==> config.mk <==
export PLATFORM = sky130hd
export DESIGN_NAME = scm_div
export DESIGN_NICKNAME = d
export VERILOG_FILES = /design/src/hdl/scm_pkg.sv /design/src/hdl/scm_div.sv
export SDC_FILE = /design/constraint.sdc
export NUM_CORES = 1
export LEC_CHECK = 0
export ABC_AREA = 1
export BUFFER_PORTS_ARGS = -buffer_cell sky130_fd_sc_hd__buf_4
export CAP_MARGIN = 20
export CORE_MARGIN = 5
export CORE_UTILIZATION = 45
export DETAILED_ROUTE_END_ITERATION = 8
export GPL_TIMING_DRIVEN = 0
export PLACE_DENSITY = 0.71
export SETUP_SLACK_MARGIN = 0.1
export SYNTH_ARGS = -nofsm -noshare
export SYNTH_HDL_FRONTEND = slang
export SYNTH_SLANG_ARGS = --single-unit
==> constraint.sdc <==
create_clock -name clk_i -period 3.05 [get_ports clk_i]
set_clock_uncertainty 0.05 [all_clocks]
set_input_delay 0.1525 -clock clk_i [delete_from_list [all_inputs] [get_ports clk_i]]
set_output_delay 0.1525 -clock clk_i [all_outputs]
set_load 0.1 [all_outputs]
==> src/hdl/scm_pkg.sv <==
`default_nettype none
// ----------------------------------------------------------------------------
// scm_pkg
// Shared widths, register map and defaults of the spectral compressor mask.
// ----------------------------------------------------------------------------
package scm_pkg;

  localparam int unsigned NumBinsDef = 257;

  localparam int unsigned GainW  = 24;  // Q8.16 gains, Q2.21 bins
  localparam int unsigned DecayW = 16;  // Q0.16 decays
  localparam int unsigned IdxW   = 12;
  localparam int unsigned WideW  = 48;  // squares, level
  localparam int unsigned ProdW  = WideW + GainW;
  localparam int unsigned QuotW  = 38;  // 2^37 / magnitude

  localparam logic [GainW-1:0]  Max24          = 24'hFF_FFFF;
  localparam logic [GainW-1:0]  PreEqGainRst   = 24'd65536;
  localparam logic [DecayW-1:0] MeterDecayRst  = 16'd65000;
  localparam logic [DecayW-1:0] DisplayDecayRst = 16'd60000;

  typedef enum logic [1:0] {
    REG_EQ_ENABLE     = 2'd0,
    REG_PRE_EQ_GAIN   = 2'd1,
    REG_METER_DECAY   = 2'd2,
    REG_DISPLAY_DECAY = 2'd3
  } reg_idx_e;

endpackage
`default_nettype wire

==> src/hdl/scm_div.sv <==
`default_nettype none
// ----------------------------------------------------------------------------
// scm_div
// Restoring divider, 38-bit dividend by 24-bit divisor, one quotient bit a
// cycle.
// ----------------------------------------------------------------------------
module scm_div (
  input  wire logic                          clk_i,
  input  wire logic                          rst_ni,
  input  wire logic                          start_i,
  input  wire logic [scm_pkg::QuotW-1:0]     dvd_i,
  input  wire logic [scm_pkg::GainW-1:0]     dvs_i,
  output logic                               done_o,
  output logic      [scm_pkg::QuotW-1:0]     quot_o
);

  logic [scm_pkg::QuotW-1:0] dvd_q, q_q;
  logic [scm_pkg::GainW-1:0] dvs_q, rem_q;
  logic [5:0]                cnt_q;
  logic                      busy_q, done_q;
  logic [scm_pkg::GainW:0]   rem_sh;

  assign rem_sh = {rem_q, dvd_q[scm_pkg::QuotW-1]};

  always_ff @(posedge clk_i or negedge rst_ni) begin
    if (!rst_ni) begin
      busy_q <= 1'b0;
      done_q <= 1'b0;
      cnt_q  <= '0;
    end else begin
      done_q <= 1'b0;
      if (start_i) begin
        busy_q <= 1'b1;
        cnt_q  <= 6'(scm_pkg::QuotW);
      end else if (busy_q) begin
        cnt_q <= cnt_q - 6'd1;
        if (cnt_q == 6'd1) begin
          busy_q <= 1'b0;
          done_q <= 1'b1;
        end
      end
    end
  end

  always_ff @(posedge clk_i) begin
    if (start_i) begin
      dvd_q <= dvd_i;
      dvs_q <= dvs_i;
      rem_q <= '0;
      q_q   <= '0;
    end else if (busy_q) begin
      dvd_q <= {dvd_q[scm_pkg::QuotW-2:0], 1'b0};
      if (rem_sh >= {1'b0, dvs_q}) begin
        rem_q <= scm_pkg::GainW'(rem_sh - {1'b0, dvs_q});
        q_q   <= {q_q[scm_pkg::QuotW-2:0], 1'b1};
      end else begin
        rem_q <= rem_sh[scm_pkg::GainW-1:0];
        q_q   <= {q_q[scm_pkg::QuotW-2:0], 1'b0};
      end
    end
  end

  assign done_o = done_q;
  assign quot_o = q_q;

endmodule
`default_nettype wire
==> key figures <==
Power
  – Leakage: between 4 and 5 nW
  – Final total power: between 7 and 8 mW
  – Peak VDD IR: 0.460 mV
  – PwrDens: 800 mW/mm^2

Worst setup path
  – Worst r2r src: dvs_q[8]
  – Critical path origin: dvs_q[8]
  – Worst Path Required: 3.30 ns
  – Crit path DAT: 2.51 ns
  – Worst Path Class, Setup: flop to flop
  – Worst setup SP type: flop
  – Critical Path Fanout Max: 8
  – Crit end category: flop

Logic synthesis
  – Post-Synthesis Cells: 823
  – Synth Flop Type: edfxtp_1
  – Main area contributors after synthesis: edfxtp_1 28%, dfxtp_1 19%, nand2_1 15%
  – Post-synthesis cell area: 0.00664 sq mm
  – Post-synth EDFFs: 62
  – Syn_area_per_cell: 8.07 sq um
  – Ys Warns: 0
  – Post-synth top area share: 0.280
  – Most frequent cells after synthesis: 272 x nand2_1, 128 x inv_1, 62 x dfxtp_1, 62 x edfxtp_1, 40 x nor2_1
  – Area leader, netlist: edfxtp_1
  – Netlist cell types: 40
  – Seq cells post-synth: 132
  – Synthesized net count: 915
  – Post-synth ARST share: 0.0606
  – Seq/Total Area, Yosys: 0.497
  – Most common cell in the netlist: nand2_1

Floorplan
  – Initial core utilization: 0.459
  – Die outline width: 131 microns
  – Core area: 0.0145 sq mm
  – IO Count: 104
  – Die ar.: between 0.015 and 0.02 sq mm
  – Site row count: 44
  – Die Y: 131 microns

Route
  – Post-Route WL: 17.0 mm
  – DR iter-0 viols: 367
  – DR pass1 iterations: 5
  – ANT nets after route: 0
  – Routed WL per cell: ~14 microns
  – Vias: between 5k and 6k
  – # DRC: 0
  – Drt via density: 4.92

Timing
  – Worst Tran Pin Value: roughly 0.70 ns
  – Final setup fails: 0
  – FMAX: 443 MHz
  – Final Hold Vio Count: 0
  – RSZ-0062 raised after global routing: false
  – Slew Viols, Final: 0
  – Final cycle utilization of the critical path: 0.741
  – Setup TNS: 0 ns
  – Max transition margin: 0.535
  – Min cycle time layout: 2.26 ns

Global route
  – Initial antenna violation count: 1
  – First-pass GRT wire length: 28.5 mm
  – GR Overflow Total: 0
  – Vias in the first global route: 5982
  – GRT Overall Usage: 0.199
  – Largest net degree at the start of global routing: 35

Final layout
  – Fin nets: between 1k and 1.5k
  – Share of cells above drive strength 1: 0.163
  – Final non-filler cell total: 1207
  – Post-route cell area: 0.00891 sq mm
  – Area grow syn2layout: 34.1%

Placement
  – Hpwl dp: 11.9 mm
  – PortBufs: 103
  – Gpl congestion: 0.924
  – Placed instance area: 0.00767 sq mm
  – Cells after DPL: 1111

Clocking
  – Clk slew on worst S/H paths: 0.06 ns
  – CTS tree: done
  – Root Buffer: clkbuf_16
  – Num CTS Buffers: 17
  – CTS Sinks: 132
  – Clock latency on the worst-skew pair: 0.41 ns
  – Postcts setup bufs: 0
  – # H-tree levels: 4
  – Clk buf depth: 2

Run status
  – Outcome: finished, final reports clean

Min path
  – Hold crit path type: primary input to asynchronous set/reset pin

Job
  – Max-Cap Viols: 0
-- cells in the final DEF (no fill, tap or decap), types with 4 or more instances in the layout --
master	synthesis	layout
o22ai_1	35	35
nand4_1	9	9
dfxtp_1	62	62
o21ai_1	10	10
o211ai_1	7	7
clkinv_4	0	6
dlygate4sd3_1	0	63
edfxtp_1	62	62
xor2_1	4	4
nand2_2	5	5
buf_4	1	104
clkbuf_1	18	20
nor2_2	5	5
nor3_1	7	7
xnor2_1	8	8
a21oi_1	32	32
o21ai_0	17	17
nor2_1	40	40
clkbuf_16	0	17
ha_1	26	26
nand2_1	272	272
inv_2	4	4
dfrtp_1	8	8
nand3_1	35	35
inv_1	128	128
-- report_power, final --
| part | internal, mW | switching (mW) |
|---|---|---|
| registers | 2.12 | 0.158 |
| clock network | 1.30 | 0.786 |
| logic | 1.05 | 1.72 |
-- path summary, 6_finish.rpt --
check                             end  slack, ns  depth (start not counted)
max                         rem_q[16]       0.79                         12
min                            busy_q       0.06                          2
max reg2reg                 rem_q[16]       0.79                         12
min reg2reg                quot_o[37]       0.42                          2
max in group asynchronous    cnt_q[4]       2.76                          2
min in group clk_i           dvs_q[9]       0.13                          1
-- state kept, by name, indices dropped and copies added (netlist names) --
register / cells
dvs_q: 24
done_o: 1
dvd_q: 38
quot_o: 38
busy_q: 1
rem_q: 24
cnt_q: 6
-- cell families after synthesis --
family	count (synthesis)	share of synthesized area
and+or+nand+nor	386	0.246
buffers and inverters	157	0.0940
DFF	132	0.497
AOI/OAI and AO/OA	109	0.0949
adders and majority gates	27	0.0520
xor gates and xnor gates	12	0.0158
-- per-stage QoR --
| step | hold WS, ns | utilization | setup WS [ns] |
|---|---|---|---|
| detailed placement | -0.0716 | 0.530 | 0.791 |
| CTS | 0.0439 | 0.615 | 0.786 |
| floorplan | -0.193 | - | 0.690 |
| finish | 0.0595 | 0.615 | 0.790 |
| global route | 0.0625 | 0.615 | 0.598 |
| global placement | -0.0757 | 0.528 | -0.478 |
-- repair_timing --
action,CTS,global route
endpoints found under the hold margin,70,0
hold buffers,63,0
setup endpoints to repair,0,0
gates resized for setup,0,0
-- worst max-delay path: stages (launching register included) --
cell and delay, ns:
edfxtp_1 0.32, inv_1 0.05, ha_1 0.36, nand2_1 0.16
inv_1 0.07, a21oi_2 0.19, nand3_2 0.20, nand3b_4 0.16
nand2_8 0.09, inv_1 0.22, nand2_1 0.11, nand3_1 0.11
nand2_1 0.06
-- cell type report --
class | instances | area [sq um]
clock buffer | 19 | 433
timing repair buffer | 167 | 1420
sequential | 132 | 3300
buffer | 25 | 130
multi-input combinational | 534 | 2720
inverter | 132 | 495
antenna | 1 | 2.50
fill | 1207 | 5570
tap | 184 | 230
clock inverter | 13 | 174
-- layer usage --
| metal | global-route usage | share of wire | vias to the layer above |
|---|---|---|---|
| li1 | - | - | 3022 |
| met1 | 0.253 | 0.44 | 2744 |
| met5 | 0 | 0 | - |
| met4 | 0.0629 | 0.023 | 0 |
| met3 | 0.0593 | 0.063 | 28 |
| met2 | 0.328 | 0.47 | 143 |
No activity file was read; power rests on OpenSTA's default activity.
