### src/hdl/scm_pkg.sv
`default_nettype none
// ----------------------------------------------------------------------------
// scm_pkg
// Shared widths, register map and defaults of the spectral compressor mask.
// ----------------------------------------------------------------------------
package scm_pkg;

  localparam int unsigned NumBinsDef = 257;

  localparam int unsigned GainW  = 24;  // Q8.16 gains, Q2.21 bins
  localparam int unsigned DecayW = 16;  // Q0.16 decays
  localparam int unsigned IdxW   = 12;
  localparam int unsigned WideW  = 48;  // squares, level
  localparam int unsigned ProdW  = WideW + GainW;
  localparam int unsigned QuotW  = 38;  // 2^37 / magnitude

  localparam logic [GainW-1:0]  Max24          = 24'hFF_FFFF;
  localparam logic [GainW-1:0]  PreEqGainRst   = 24'd65536;
  localparam logic [DecayW-1:0] MeterDecayRst  = 16'd65000;
  localparam logic [DecayW-1:0] DisplayDecayRst = 16'd60000;

  typedef enum logic [1:0] {
    REG_EQ_ENABLE     = 2'd0,
    REG_PRE_EQ_GAIN   = 2'd1,
    REG_METER_DECAY   = 2'd2,
    REG_DISPLAY_DECAY = 2'd3
  } reg_idx_e;

endpackage
`default_nettype wire

### src/hdl/scm_sqrt.sv
`default_nettype none
// ----------------------------------------------------------------------------
// scm_sqrt
// Restoring integer square root of a 48-bit value, one root bit a cycle.
// ----------------------------------------------------------------------------
module scm_sqrt (
  input  wire logic                          clk_i,
  input  wire logic                          rst_ni,
  input  wire logic                          start_i,
  input  wire logic [scm_pkg::WideW-1:0]     rad_i,
  output logic                               done_o,
  output logic      [scm_pkg::GainW-1:0]     root_o
);

  logic [scm_pkg::WideW-1:0] rad_q;
  logic [25:0]               rem_q;
  logic [scm_pkg::GainW-1:0] root_q;
  logic [4:0]                cnt_q;
  logic                      busy_q, done_q;
  logic [26:0]               rem_sh, trial;

  assign rem_sh = {rem_q[24:0], rad_q[scm_pkg::WideW-1 -: 2]};
  assign trial  = {1'b0, root_q, 2'b01};

  always_ff @(posedge clk_i or negedge rst_ni) begin
    if (!rst_ni) begin
      busy_q <= 1'b0;
      done_q <= 1'b0;
      cnt_q  <= '0;
    end else begin
      done_q <= 1'b0;
      if (start_i) begin
        busy_q <= 1'b1;
        cnt_q  <= 5'(scm_pkg::GainW);
      end else if (busy_q) begin
        cnt_q <= cnt_q - 5'd1;
        if (cnt_q == 5'd1) begin
          busy_q <= 1'b0;
          done_q <= 1'b1;
        end
      end
    end
  end

  always_ff @(posedge clk_i) begin
    if (start_i) begin
      rad_q  <= rad_i;
      rem_q  <= '0;
      root_q <= '0;
    end else if (busy_q) begin
      rad_q <= {rad_q[scm_pkg::WideW-3:0], 2'b00};
      if (rem_sh >= trial) begin
        rem_q  <= 26'(rem_sh - trial);
        root_q <= {root_q[scm_pkg::GainW-2:0], 1'b1};
      end else begin
        rem_q  <= 26'(rem_sh);
        root_q <= {root_q[scm_pkg::GainW-2:0], 1'b0};
      end
    end
  end

  assign done_o = done_q;
  assign root_o = root_q;

endmodule
`default_nettype wire

### config.mk
export PLATFORM = sky130hd
export DESIGN_NAME = scm_sqrt
export DESIGN_NICKNAME = d
export VERILOG_FILES = /design/src/hdl/scm_pkg.sv /design/src/hdl/scm_sqrt.sv
export SDC_FILE = /design/constraint.sdc
export NUM_CORES = 1
export LEC_CHECK = 0
export BUFFER_PORTS_ARGS = -buffer_cell sky130_fd_sc_hd__buf_2
export CAP_MARGIN = 25
export CORE_ASPECT_RATIO = 0.75
export CORE_MARGIN = 2
export CORE_UTILIZATION = 45
export CTS_BUF_LIST = sky130_fd_sc_hd__clkbuf_4 sky130_fd_sc_hd__clkbuf_8
export CTS_CLUSTER_SIZE = 24
export DETAILED_ROUTE_END_ITERATION = 16
export GPL_TIMING_DRIVEN = 0
export PLACE_DENSITY_LB_ADDON = 0.25
export REMOVE_ABC_BUFFERS = 1
export SLEW_MARGIN = 25
export SYNTH_ARGS = -nofsm -noshare
export SYNTH_HDL_FRONTEND = slang
export SYNTH_SLANG_ARGS = --single-unit
export TNS_END_PERCENT = 5
### constraint.sdc
create_clock -name clk_i -period 3 [get_ports clk_i]
set_input_delay 0.15 -clock clk_i [delete_from_list [all_inputs] [get_ports clk_i]]
set_output_delay 0.15 -clock clk_i [all_outputs]
set_load 0.01 [all_outputs]
==> summary.md <==
| Metric | Value |
|---|---|
| Largest net degree at the start of global routing | 61 |
| Synth Area per Inst | 10.6 sq um |
| CTS H-Tree Depth | 3 |
| Combinational share of power | 0.541 |
| Place WS | -0.268 ns |
| Via density | 5.46 |
| TritonCTS buffer count | 9 |
| Via count | 4219 |
| #FFs+latches synth | 104 |
| Synth area leaders | edfxtp_1 (25%), dfxtp_1 (17%), mux2_2 (9.3%) |
| Power share of the clock group | 0.147 |
| CTS Buffer Depth | 2 |
| Die width | 134 um |
| Critical path arrival | 3.16 ns |
| Leakage | 0.00287 uW |
| Share of the synthesized area in the top cell type | 0.253 |
| Vias in the first global route | 4105 |
| Critical setup path kind | reg2reg |
| Area leader, netlist | edfxtp_1 |
| CTS clk-pin slew, worst paths | 0.12 ns |
| Fmax | 348 MHz |
| Mapped cell area | 0.00571 sq mm |
| Nets | 681 |
| Net Switching | 2460 uW |
| Clock Latency Late Sink | 0.39 ns |
| Peak VDD IR | 0.000452 V |
| # DRC | 0 |
| Count of non-filler cells in the finished layout | 773 |
| Final max-slew violation count | 0 |
| Synth warn | 0 |
| Root Buffer | clkbuf_8 |
| Most frequent cell after synthesis | nor2_1 |
| First-pass detailed-route iteration total | 5 |
| RSZ-0062 raised after global routing | yes |
| Post-synthesis sequential area ratio | 0.455 |
| Worst Hold Class | in2reg |
| Die Area | 0.0136 sq mm |
| Starting Density | 0.462 |
| Synth top cells by count | nor2_1 (58), dfxtp_1 (49), edfxtp_1 (48) |
| Int Pwr | 3510 uW |
| Sequential cell fraction of total power | 0.313 |
| Slew headroom | 0.461 |
| Antenna violations before repair | 0 |
| TritonCTS clock tree | done |
| Hold slack | 0.0355 ns |
| Synth Flop Type | dfxtp_1 |
| Critical path capture point type | flip-flop |
| # diodes | 0 |
| FF+latch area | 0.00260 sq mm |
| EDFF count, synth | 48 |
| Max-cap violations | 0 |
| Multi-input logic area | 0.00291 sq mm |
| Pwr/cell area | 915 mW/mm^2 |
| Antenna Nets Post-Route | 0 |
| Startpoint Class | flip-flop |
| Req. time, crit path | 3.29 ns |
| Die H | 102 um |
| Routability cong. | 0.916 |
| Row cnt | 35 |
| Total grt overflow | 0 |
| First-pass GRT wire length | 20000 um |
| P&R area growth vs syn | 14.3% |
| Worst-margin pin slew | 0.809 ns |
| Crit path max fanout | 6 |
| Setup violators final | 0 |
| Sw Share | 0.412 |
| Routed length per instance | 15.2 um |
| Post-layout min period | 2.87 ns |
| Routed Wire Length | 11800 um |
| Post-synth ARST share | 0.0673 |
| Hpwl dp | 7890 um |
| Final worst path period share | 0.957 |
| IO Count | 76 |
| Worst-case clock skew | 0.0112 ns |
| Fin. Hold Viols | 0 |
| Layout cells sized above 1 | 0.265 |
| Inst Count DP | 753 |
| Run status | completed |
| I/O Buffers | 75 |
| CTS sink cnt | 104 |
| Final setup margin | 0.128 ns |
| Total GRT Usage | 0.182 |
| Post-Synthesis Cells | 536 |
| Initial DRC Count | 255 |
| Core area | 0.0123 sq mm |
| Distinct cell type count of the synthesized netlist | 60 |
| Fill cell count | 1140 |
through the flow:
stage | utilization | setup TNS [ns] | instance area (sq um) | total power, uW
finish | 0.528 | 0 | 6520 | 5970
global placement | 0.500 | -85.68 | 6170 | 4780
CTS | 0.524 | 0 | 6470 | 5800
global route | 0.528 | -0.0256 | 6520 | 6400
floorplan | - | -26.43 | 5590 | 4240
detailed placement | 0.506 | -3.63 | 6250 | 4840
critical path: stages (launching register included):
cell,delay (ns)
dfxtp_1,0.40
inv_1,0.06
ha_1,0.34
nor2b_1,0.16
o31ai_1,0.39
a21oi_1,0.33
a211oi_2,0.42
o21ai_0,0.16
xor2_1,0.17
nand2_1,0.07
a311oi_1,0.28
timing repair:
| item | 4_1_cts | 5_1_grt |
|---|---|---|
| resized for setup | 2 | 5 |
| pin swaps | 1 | 1 |
| setup buffers | 1 | 1 |
| endpoints found under the hold margin | 7 | 0 |
| gates cloned | 0 | 1 |
| endpoints found under the setup margin | 25 | 24 |
| hold buffers | 1 | 0 |
final timing paths:
check                                       startpoint                     end  slack [ns]  cells past startpoint
worst max register to register  root_o[0]$_SDFFE_PP0P_  rem_q[24]$_SDFFE_PP0P_        0.13                     10
worst min register to register   rem_q[1]$_SDFFE_PP0P_   rem_q[1]$_SDFFE_PP0P_        0.50                      2
min in group asynchronous                       rst_ni    cnt_q[0]$_DFFE_PN0P_        0.11                      2
worst min-delay path                          rad_i[0]  rad_q[0]$_SDFFCE_PN0P_        0.04                      2
worst max-delay path            root_o[0]$_SDFFE_PP0P_  rem_q[24]$_SDFFE_PP0P_        0.13                     10
max in group asynchronous                       rst_ni        busy_q$_DFF_PN0_        2.72                      2
cells by family (layout without fill, tap and decap cells):
group,after synthesis,count (layout),synth area share
buffers and inverters,60,130,0.0423
multiplexers,83,83,0.156
flip-flops,104,104,0.455
AO/OA/AOI/OAI,105,105,0.140
XOR/XNOR,26,26,0.0399
AND/OR/NAND/NOR,130,131,0.105
adder cells (fa/ha/maj),28,28,0.0614
power groups by stage:
| stage | Clock [uW] | Sequential, uW | Combinational [uW] |
|---|---|---|---|
| 4_1_cts | 905 | 1860 | 3030 |
| 6_report | 877 | 1870 | 3230 |
| 3_5_place_dp | 0 | 1890 | 2950 |
| 2_1_floorplan | 0 | 1850 | 2390 |
| 3_3_place_gp | 0 | 1890 | 2890 |
| 5_1_grt | 961 | 1890 | 3550 |
layout make-up:
type	count	share of cell area
multi-input cells	373	0.446
flip-flops and latches	104	0.399
repair buffers	81	0.0746
well taps	166	0.0319
clock buffers	9	0.0190
inverters	33	0.0190
clock inverters	7	0.0102
layout by cell type (no fill, tap or decap), types with 7 or more instances in the layout:
cell      synthesis  final
buf_2             1     74
nor2_1           58     58
dfxtp_1          49     49
edfxtp_1         48     48
mux2_2           47     47
mux2i_1          36     36
inv_1            33     32
ha_1             28     27
nand2_1          25     25
a21oi_1          26     24
a211oi_1         16     15
xnor2_1          15     15
o21ai_0          15     14
a21o_1           11     11
xor2_1           11     11
nor3_1           10     10
clkbuf_8          0      9
nand3_1           8      8
and3_1            7      7
state kept, by name, indices dropped and copies added, names as in the netlist:
name and cells:
root_o 24, cnt_q 5, rem_q 25, busy_q 1, rad_q 48, done_o 1
per-layer routing:
metal / track usage / vias up / wire length (um)
met1: 0.262 / 2024 / 5810
li1: - / 2090 / -
met4: 0.0413 / 0 / 117
met2: 0.284 / 94 / 5320
met3: 0.0385 / 11 / 505
met5: 0 / - / 0
Note: power is estimated with default switching activity, not from simulation.
