### src/hdl/scm_pkg.sv
`default_nettype none
// ----------------------------------------------------------------------------
// scm_pkg
// Shared widths, register map and defaults of the spectral compressor mask.
// ----------------------------------------------------------------------------
package scm_pkg;

  localparam int unsigned NumBinsDef = 257;

  localparam int unsigned GainW  = 24;  // Q8.16 gains, Q2.21 bins
  localparam int unsigned DecayW = 16;  // Q0.16 decays
  localparam int unsigned IdxW   = 12;
  localparam int unsigned WideW  = 48;  // squares, level
  localparam int unsigned ProdW  = WideW + GainW;
  localparam int unsigned QuotW  = 38;  // 2^37 / magnitude

  localparam logic [GainW-1:0]  Max24          = 24'hFF_FFFF;
  localparam logic [GainW-1:0]  PreEqGainRst   = 24'd65536;
  localparam logic [DecayW-1:0] MeterDecayRst  = 16'd65000;
  localparam logic [DecayW-1:0] DisplayDecayRst = 16'd60000;

  typedef enum logic [1:0] {
    REG_EQ_ENABLE     = 2'd0,
    REG_PRE_EQ_GAIN   = 2'd1,
    REG_METER_DECAY   = 2'd2,
    REG_DISPLAY_DECAY = 2'd3
  } reg_idx_e;

endpackage
`default_nettype wire

### src/hdl/scm_mul.sv
`default_nettype none
// ----------------------------------------------------------------------------
// scm_mul
// Bit-serial shift-add multiplier, 48 x 24 bits, one multiplier bit a cycle.
// ----------------------------------------------------------------------------
module scm_mul (
  input  wire logic                            clk_i,
  input  wire logic                            rst_ni,
  input  wire logic                            start_i,
  input  wire logic [scm_pkg::WideW-1:0]       a_i,
  input  wire logic [scm_pkg::GainW-1:0]       b_i,
  output logic                                 done_o,
  output logic      [scm_pkg::ProdW-1:0]       prod_o
);

  logic [scm_pkg::ProdW-1:0] p_q;
  logic [scm_pkg::WideW-1:0] a_q;
  logic [4:0]                cnt_q;
  logic                      busy_q, done_q;
  logic [scm_pkg::WideW:0]   sum;

  // partial sum on the upper half, multiplier bits shift out below
  assign sum = {1'b0, p_q[scm_pkg::ProdW-1:scm_pkg::GainW]}
             + (p_q[0] ? {1'b0, a_q} : '0);

  always_ff @(posedge clk_i or negedge rst_ni) begin
    if (!rst_ni) begin
      busy_q <= 1'b0;
      done_q <= 1'b0;
      cnt_q  <= '0;
    end else begin
      done_q <= 1'b0;
      if (start_i) begin
        busy_q <= 1'b1;
        cnt_q  <= 5'(scm_pkg::GainW);
      end else if (busy_q) begin
        cnt_q <= cnt_q - 5'd1;
        if (cnt_q == 5'd1) begin
          busy_q <= 1'b0;
          done_q <= 1'b1;
        end
      end
    end
  end

  always_ff @(posedge clk_i) begin
    if (start_i) begin
      p_q <= {{scm_pkg::WideW{1'b0}}, b_i};
      a_q <= a_i;
    end else if (busy_q) begin
      p_q <= {sum, p_q[scm_pkg::GainW-1:1]};
    end
  end

  assign done_o = done_q;
  assign prod_o = p_q;

endmodule
`default_nettype wire

### config.mk
export PLATFORM = sky130hd
export DESIGN_NAME = scm_mul
export DESIGN_NICKNAME = d
export VERILOG_FILES = /design/src/hdl/scm_pkg.sv /design/src/hdl/scm_mul.sv
export SDC_FILE = /design/constraint.sdc
export NUM_CORES = 1
export LEC_CHECK = 0
export BUFFER_PORTS_ARGS = -buffer_cell sky130_fd_sc_hd__clkbuf_2
export CORE_UTILIZATION = 50
export CTS_CLUSTER_DIAMETER = 150
export CTS_CLUSTER_SIZE = 16
export DETAILED_ROUTE_END_ITERATION = 7
export HOLD_SLACK_MARGIN = 0.1
export PLACE_DENSITY_LB_ADDON = 0.2
export SYNTH_ARGS = -nofsm -noshare
export SYNTH_HDL_FRONTEND = slang
export SYNTH_SLANG_ARGS = --single-unit
### constraint.sdc
create_clock -name clk_i -period 3.1 [get_ports clk_i]
set_input_delay 0.31 -clock clk_i [delete_from_list [all_inputs] [get_ports clk_i]]
set_output_delay 0.31 -clock clk_i [all_outputs]
set_load 0.01 [all_outputs]
==> results of run 1 <==
-- routing by layer --
layer  part of all wire [%]  up-vias
li1                       -     3432
met1                     45     3271
met2                     47      247
met3                    6.2       19
met4                    1.5        0
met5                      0        -
-- cells by family after synthesis --
family	share of synthesized area [%]
flops	42.87
fa+ha+maj	8.392
simple gates	15.95
compound gates	19.45
buf+inv	3.773
xor+xnor	4.212
mux	5.350
-- worst max-delay path by stage --
stage / from / endpoint / cells after the start
6_report: prod_o[0] / prod_o[70] / 11
5_1_grt: prod_o[0] / prod_o[63] / 13
4_1_cts: prod_o[0] / prod_o[70] / 12
3_5_place_dp: prod_o[0] / prod_o[67] / 12
3_3_place_gp: prod_o[0] / prod_o[67] / 12
2_1_floorplan: prod_o[0] / prod_o[70] / 12
-- power breakdown --
group / total [uW] / internal, uW / switching, uW / leakage (uW)
registers: 2270 / 2050 / 224 / 0.00120
logic: 2510 / 1220 / 1290 / 0.00316
clock network: 2000 / 1260 / 738 / 0.000279
-- stage by stage --
| stage | hold slack (ns) | power, uW | TNS [ns] | worst slack (ns) | instance area [sq um] |
|---|---|---|---|---|---|
| floorplan | 0.01441 | 3675 | -0.002461 | -0.002461 | 7749 |
| global placement | 0.1514 | 4547 | -0.1901 | -0.04414 | 9151 |
| detailed placement | 0.1525 | 4555 | -0.5347 | -0.1138 | 9151 |
| CTS | 0.1693 | 6634 | -0.09111 | -0.07272 | 10270 |
| global route | 0.1760 | 7148 | -0.3666 | -0.08661 | 10550 |
| finish | 0.1824 | 6784 | -0.01862 | -0.01862 | 10550 |
-- final cells by class --
cell class              count  share of cell area, %
clock inverters            11                  1.340
clock buffers              21                  4.174
flip-flops and latches    127                  31.25
well taps                 184                  2.182
multi-input cells         598                  42.02
inverters                  21                 0.7470
repair buffers            286                  18.28
-- worst max-delay path: stages (launching register included) --
cell and delay [ns]:
edfxtp_1 0.41, buf_12 0.18, and2_1 0.16, ha_4 0.29, o211ai_1 0.10, a211o_1 0.29, a31o_2 0.24, a2111oi_4 0.43
o21ai_4 0.16, a2111oi_4 0.34, o21ai_1 0.13, a32o_1 0.27
-- flip-flops by register name, indices dropped and copies added, names as in the netlist --
signal	flops
busy_q	1
prod_o	72
a_q	48
cnt_q	5
done_o	1
-- what timing repair did --
action	CTS	global route
endpoints found under the hold margin	55	0
gates cloned	0	0
endpoints found under the setup margin	13	23
hold buffers	49	0
setup buffers	1	2
resized for setup	8	61
pin swaps	2	15
-- cells in the final DEF, fill, tap and decap left out, drive strengths merged, types with 25 or more instances in the layout --
master and instances:
nand2 60, mux2 25, clkbuf 167, o21ai 55, edfxtp 72, and2 49
dlygate4sd3 49, a21oi 60, dfxtp 48, buf 91, nor2 71, ha 50
==> flow_summary_export.csv, run 1 <==
group,metric,value,unit
global_route,grtUsageTotal,27.54,%
placed_design,place_congestion,0.9161,
timing,min_period,3.119,ns
floorplanning,die_y,126.0,um
cells_and_area,layout-drive-gt1-share,33.46,%
global_route,grt_util_met2,44.85,%
timing,hold_violations,0,
synth,synth_fp_nets,910,
cells_and_area,fin_nets,1177,
timing,rsz0062_at_grt,"true",
synth,synth_ff_type,"edfxtp_1",
timing,worst_clock_skew,0.01182,ns
clock_network,cts.sinks,127,
critical_path,r2r-start,"prod_o[0]",
synth,avgSynthCellArea,9.813,sq um
synth,yosysTopAreaCellShare,28.10,%
routing,vias,6969,
outcome,status,"finished with violations",
synth,yosysSeqAreaShare,42.87,%
worst_hold_path,whs_path_depth,2,
critical_path,rr_worst_depth,11,
critical_path,crit_path_end_kind,"register",
worst_hold_path,holdCritStartpoint,"b_i[11]",
global_route,grtUsageMet1,36.49,%
cells_and_area,area_growth,37.16,%
global_route,grt_pass1_wl,34090,um
timing,worst_slack,-0.01862,ns
timing,drv_slew,0,
worst_hold_path,min_path_type,"input port to register",
clock_network,h-tree-depth,4,
timing,post-route-period-util,100.6,%
placed_design,dp_cells,1164,
cells_and_area,multi_input_area,4434,sq um
routing,postRouteAntennaNets,0,
synth,synth_area_leaders,"edfxtp_1, dfxtp_1, ha_1",
global_route,antenna_found_initial,0,
routing,vias_per_cell,5.584,
critical_path,rrSetupSlack,-0.02,ns
routing,avgRoutedWirePerCell,17.32,um
floorplanning,initial_core_util,52.15,%
clock_network,insertion_delay,0.43,ns
global_route,grt_pass1_vias,6794,
synth,synth_top_area_cell,"edfxtp_1",
outcome,violations,"setup timing",
floorplanning,placement_rows,44,
timing,setup_viol,1,
routing,drc_errors,0,
routing,drtIter0Drc,448,
synth,yosys.cell_count.top_type,"edfxtp_1",
power_and_ir_drop,peakVddDrop,0.0004884,V
timing,fmax,320.7,MHz
timing,worstMarginPinSlew,0.8180,ns
synth,netlist_instances,784,
critical_path,cp.arrival,3.44,ns
floorplanning,core_area,14750,sq um
placed_design,io_buffers,147,
synth,synth_edf_count,72,
critical_path,crit_path_start_kind,"register",
critical_path,critPathKind,"register to register",
critical_path,path_max_fanout,22,
global_route,grt_overflow,0,
clock_network,cts_made_buffers,17,
cells_and_area,regArea,3298,sq um
synth,netlist_area,7694,sq um
floorplanning,die_w,126.0,um
routing,drt_wl_total,21620,um
critical_path,crit_required,3.42,ns
cells_and_area,antenna_cells,0,
global_route,grt_max_degree,44,
synth,synth_common_cells,"edfxtp_1, nor2_1, a21oi_1, nand2_1, o21ai_0",
synth,ys_ff_latch,127,
placed_design,dp_hpwl,14980,um
critical_path,r2r_end,"prod_o[70]",
clock_network,clk_pin_slew,0.06,ns
clock_network,cts_buffer_depth,2,
global_route,grt_use_met3,5.990,%
clock_network,cts_tree,"built",
clock_network,cts_root_buffer,"clkbuf_16",
worst_hold_path,whs_endpoint,"prod_o[11]",
power_and_ir_drop,power.leakage,0.004639,uW
cells_and_area,nFillCells,1120,
power_and_ir_drop,powerDensity,642.9,nW/um^2
floorplanning,ios,148,
cells_and_area,fin_cells,1248,
global_route,globalRoute.busiestLayer,"met2",
run,cap_viol_max_count,0,
cells_and_area,post-route-util,71.52,%
synth,ys_warn_count,0,
routing,first_pass_iters,7,
timing,relSlewSlack,45.47,%
synth,ys_types,70,
floorplanning,fp.dieArea,15890,sq um
synth,synthArstFlopShare,5.512,%
Power figures use the tool's default switching activity.
==> run 2, diff against run 1 <==
Clock period 3.1 ns to 2.55 ns, I/O delays scaled along.
==> flow_summary_export.csv, run 2 (synthesis results as in run 1) <==
group,metric,value,unit
outcome,status,"finished with violations",
outcome,violations,"setup timing",
timing,worst_slack,-0.6004,ns
critical_path,cpMostUsedCell,"a21o_1",
timing,relSlewSlack,44.14,%
timing,post-route-period-util,123.5,%
routing,drtIter0Drc,500,
power_and_ir_drop,powerDensity,763.6,nW/um^2
routing,drt_wl_total,24080,um
routing,avgRoutedWirePerCell,17.46,um
placed_design,io_buffers,147,
critical_path,cp.arrival,3.48,ns
routing,vias_per_cell,5.598,
timing,min_period,3.150,ns
critical_path,crit_path_start_kind,"register",
critical_path,slowest_stage,"edfxtp_1",
worst_hold_path,min_path_type,"input port to register",
critical_path,crit_required,2.88,ns
timing,drv_slew,0,
cells_and_area,post-route-util,82.34,%
cells_and_area,final_common_cell,"buf_4",
clock_network,cts.sinks,127,
floorplanning,die_y,126.0,um
timing,worstMarginPinSlew,0.8380,ns
routing,drc_errors,0,
critical_path,crit_buf_inv,2,
run,cap_viol_max_count,0,
critical_path,path_max_fanout,20,
timing,worst_clock_skew,0.01175,ns
global_route,grtUsageTotal,28.94,%
cells_and_area,multi_input_area,4974,sq um
cells_and_area,nFillCells,882,
critical_path,r2r-start,"prod_o[0]",
clock_network,cts_tree,"built",
clock_network,cts_root_buffer,"clkbuf_16",
routing,vias,7720,
cells_and_area,final_cell_mix,"buf_4, clkbuf_2, edfxtp_1",
critical_path,crit_cells,12,
clock_network,h-tree-depth,4,
critical_path,critPathTopFamily,"compound AO/OA/AOI/OAI gates",
critical_path,crit_path_end_kind,"register",
cells_and_area,largest_register_ffs,72,
critical_path,rrSetupSlack,-0.60,ns
power_and_ir_drop,power.leakage,0.005379,uW
global_route,grt_overflow,0,
critical_path,r2r_end,"prod_o[70]",
floorplanning,die_w,126.0,um
critical_path,critical_path.max_stage_delay,0.39,ns
floorplanning,placement_rows,44,
placed_design,dp_hpwl,15620,um
timing,fmax,317.4,MHz
clock_network,clk_pin_slew,0.07,ns
timing,setup_viol,39,
clock_network,cts_made_buffers,17,
placed_design,place_congestion,0.9108,
cells_and_area,area_growth,57.91,%
routing,first_pass_iters,5,
cells_and_area,antenna_cells,0,
routing,postRouteAntennaNets,0,
critical_path,crit_chain,"buf_4 -> buf_4 -> and2_4 -> ha_4 -> a21o_1 -> a21o_1 -> a21o_1 -> a311o_1 -> a21bo_1 -> a311o_1 -> or3_1 -> a32o_1",
timing,hold_violations,0,
power_and_ir_drop,peakVddDrop,0.0006175,V
cells_and_area,fin_nets,1308,
critical_path,critPathKind,"register to register",
floorplanning,core_area,14750,sq um
global_route,grt_pass1_wl,36360,um
clock_network,cts_buffer_depth,2,
critical_path,rr_worst_depth,12,
global_route,grt_pass1_vias,7530,
global_route,grt_max_degree,44,
timing,rsz0062_at_grt,"true",
floorplanning,ios,148,
worst_hold_path,holdCritStartpoint,"b_i[20]",
global_route,antenna_found_initial,0,
floorplanning,initial_core_util,52.15,%
cells_and_area,regArea,3298,sq um
floorplanning,fp.dieArea,15890,sq um
clock_network,insertion_delay,0.43,ns
critical_path,endpoint,"prod_o[70]",
critical_path,crit_start,"prod_o[0]",
timing,holdWs,0.1212,ns
cells_and_area,layout-drive-gt1-share,46.19,%
-- run 2: cell count changes in the layout (fill, tap and decap cells not counted), sizes merged --
cell	previous run	this run
clkinvlp	2	1
buf	91	221
clkbuf	167	165
clkinv	5	2
inv	22	30
bufinv	3	2
-- run 2: per-stage QoR --
| stage | power, uW | TNS [ns] | cell area, sq um | std cells | setup WS [ns] |
|---|---|---|---|---|---|
| 3_3_place_gp | 6063 | -10.67 | 10220 | 1280 | -0.4761 |
| 3_5_place_dp | 6116 | -11.99 | 10220 | 1280 | -0.5278 |
| 4_1_cts | 8913 | -11.17 | 11690 | 1366 | -0.5466 |
| 2_1_floorplan | 4617 | -4.387 | 7983 | 784 | -0.4764 |
| 5_1_grt | 9731 | -19.10 | 12150 | 1379 | -0.6792 |
| 6_report | 9277 | -15.07 | 12150 | 1379 | -0.6004 |
-- run 2: worst min path at each step --
stage,to,cells after the start,slack [ns]
2_1_floorplan,busy_q,0,-0.04
3_3_place_gp,cnt_q[0],1,0.1
3_5_place_dp,cnt_q[0],1,0.1
4_1_cts,prod_o[20],2,0.11
5_1_grt,prod_o[14],2,0.11
6_report,prod_o[20],2,0.12
-- run 2: power breakdown --
group | switching [uW] | internal, uW | leakage (uW)
sequential | 262 | 2490 | 0.00120
combinational | 1930 | 2080 | 0.00389
clock | 1030 | 1480 | 0.000291
total | 3230 | 6050 | 0.00538
-- run 2: per-layer routing --
metal | wire (um) | track usage (%) | vias to the layer above
met1 | 10200 | 36.48 | 3655
met2 | 11860 | 49.66 | 315
met4 | 619 | 8.292 | 0
met5 | 0 | 0 | -
met3 | 1394 | 6.500 | 56
li1 | - | - | 3694
-- run 2: timing repair --
item,CTS,global route
hold buffers,49,0
pin swaps,8,31
gates resized for setup,70,62
gates cloned,0,1
setup buffers,5,13
endpoints found under the setup margin,37,40
hold endpoints to repair,55,0
-- run 2: area by class of cell --
| class | instances | share of cell area (%) |
|---|---|---|
| clock buffers | 18 | 3.532 |
| clock inverters | 14 | 1.390 |
| inverters | 21 | 0.6488 |
| multi-input cells | 598 | 40.94 |
| flip-flops and latches | 127 | 27.15 |
| well taps | 184 | 1.895 |
| repair buffers | 417 | 24.45 |
==> run 3, diff against run 2 <==
Settings changed: SETUP_SLACK_MARGIN from default to 0.5, SKIP_CTS_REPAIR_TIMING from default to 1.
==> flow_summary_export.csv, run 3 (synthesis results as in run 1) <==
group,metric,value,unit
outcome,status,"finished with violations",
outcome,violations,"setup timing",
cells_and_area,largest_register_ffs,72,
routing,vias_per_cell,5.676,
cells_and_area,final_cell_mix,"buf_4, clkbuf_2, edfxtp_1",
floorplanning,core_area,14750,sq um
placed_design,pre_cts_ws,-0.5322,ns
cells_and_area,area_growth,55.86,%
critical_path,crit_path_end_kind,"register",
timing,setup_viol,41,
global_route,grt_pass1_wl,34930,um
critical_path,critical_path.max_stage_delay,0.44,ns
global_route,grt_max_degree,49,
clock_network,h-tree-depth,4,
cells_and_area,fin_nets,1297,
placed_design,io_buffers,147,
global_route,grt_pass1_vias,7310,
power_and_ir_drop,power_frac_seq,29.9,%
clock_network,cts_made_buffers,17,
routing,vias,7765,
power_and_ir_drop,p_switching,3199,uW
power_and_ir_drop,power.leakage,0.005348,uW
critical_path,crit_path_start_kind,"register",
critical_path,critPathKind,"register to register",
clock_network,cts_buffer_depth,2,
timing,relSlewSlack,41.98,%
routing,drt_wl_total,24770,um
clock_network,cts.sinks,127,
clock_network,cts_root_buffer,"clkbuf_16",
timing,post-route-period-util,120.2,%
cells_and_area,antenna_cells,0,
critical_path,slowest_stage,"edfxtp_1",
worst_hold_path,min_path_type,"input port to register",
power_and_ir_drop,power_frac_comb,43.5,%
timing,worst_slack,-0.5155,ns
power_and_ir_drop,power.internal,6002,uW
clock_network,insertion_delay,0.43,ns
power_and_ir_drop,clkPwrFrac,26.6,%
global_route,grtUsageTotal,28.00,%
routing,avgRoutedWirePerCell,18.10,um
cells_and_area,final_common_cell,"buf_4",
timing,tns,-12.75,ns
power_and_ir_drop,p_sw_share,34.76,%
critical_path,crit_required,2.88,ns
clock_network,clk_pin_slew,0.06,ns
floorplanning,die_w,126.0,um
floorplanning,placement_rows,44,
global_route,grt_overflow,0,
cells_and_area,post-route-util,81.28,%
timing,min_period,3.065,ns
power_and_ir_drop,powerDensity,767.3,nW/um^2
timing,rsz0062_at_grt,"true",
timing,drv_slew,0,
timing,worstMarginPinSlew,0.8703,ns
placed_design,placed_area,10230,sq um
floorplanning,ios,148,
floorplanning,fp.dieArea,15890,sq um
routing,drtIter0Drc,579,
timing,hold_violations,0,
floorplanning,die_y,126.0,um
critical_path,crit_chain,"and2_4 -> ha_4 -> fa_2 -> a211oi_4 -> nor4_2 -> nor2_1 -> nand2_2 -> a2111oi_4 -> nor3_1 -> or3_1 -> a32o_1",
critical_path,path_max_fanout,3,
cells_and_area,fin_cells,1368,
routing,first_pass_iters,5,
cells_and_area,layout-drive-gt1-share,45.61,%
placed_design,dp_hpwl,16370,um
global_route,antenna_found_initial,0,
power_and_ir_drop,peakVddDrop,0.0005640,V
routing,postRouteAntennaNets,0,
timing,worst_clock_skew,0.008606,ns
clock_network,cts_tree,"built",
critical_path,cp.arrival,3.39,ns
floorplanning,initial_core_util,52.15,%
run,cap_viol_max_count,0,
placed_design,dp_cells,1278,
placed_design,place_congestion,0.9633,
timing,fmax,326.2,MHz
cells_and_area,fin_area,11990,sq um
routing,drc_errors,0,
-- run 3: worst max-delay path, delay by kind of cell, from the launching register on --
kind / cells / cell delay [ns]
AOI/OAI and AO/OA: 3 / 0.96
adders and majority gates: 2 / 0.57
DFF: 1 / 0.44
and+or+nand+nor: 6 / 0.98
-- run 3: final timing paths --
| kind | endpoint | from | cells after the start | slack, ns |
|---|---|---|---|---|
| setup / recovery | prod_o[67] | prod_o[0] | 11 | -0.52 |
| hold / removal | prod_o[16] | b_i[16] | 2 | 0.12 |
| setup reg to reg | prod_o[67] | prod_o[0] | 11 | -0.52 |
| hold reg to reg | prod_o[50] | prod_o[50] | 2 | 0.47 |
| max in group asynchronous | done_o | rst_ni | 2 | 2.15 |
| min in group asynchronous | cnt_q[1] | rst_ni | 2 | 0.23 |
-- run 3: cell type report --
cell class | count | area, sq um
multi-input cells | 598 | 4936
flip-flops and latches | 127 | 3298
repair buffers | 406 | 2864
fillers | 865 | 2763
clock buffers | 20 | 446.7
well taps | 184 | 230.2
clock inverters | 12 | 137.6
inverters | 21 | 78.83
-- run 3: metal layers --
layer / wire [um] / vias up / track usage (%)
met5: 0 / - / 0
met4: 786 / 0 / 9.568
met3: 1649 / 63 / 5.990
met2: 12200 / 327 / 46.90
met1: 10130 / 3702 / 35.86
li1: - / 3673 / -
-- run 3: per-stage QoR --
stage,hold slack [ns],power (uW)
after global placement,0.1019,6058
after global routing,0.1149,9604
after CTS,-0.3483,8591
after floorplan,-0.04059,4628
final,0.1197,9201
after detailed placement,0.1043,6137
-- run 3: power groups by stage --
stage	combinational (uW)	sequential [uW]	clock [uW]
after floorplan	1800	2830	0
after global routing	4280	2780	2540
final	4000	2750	2450
after detailed placement	3390	2750	0
after global placement	3320	2740	0
after CTS	3430	2710	2450
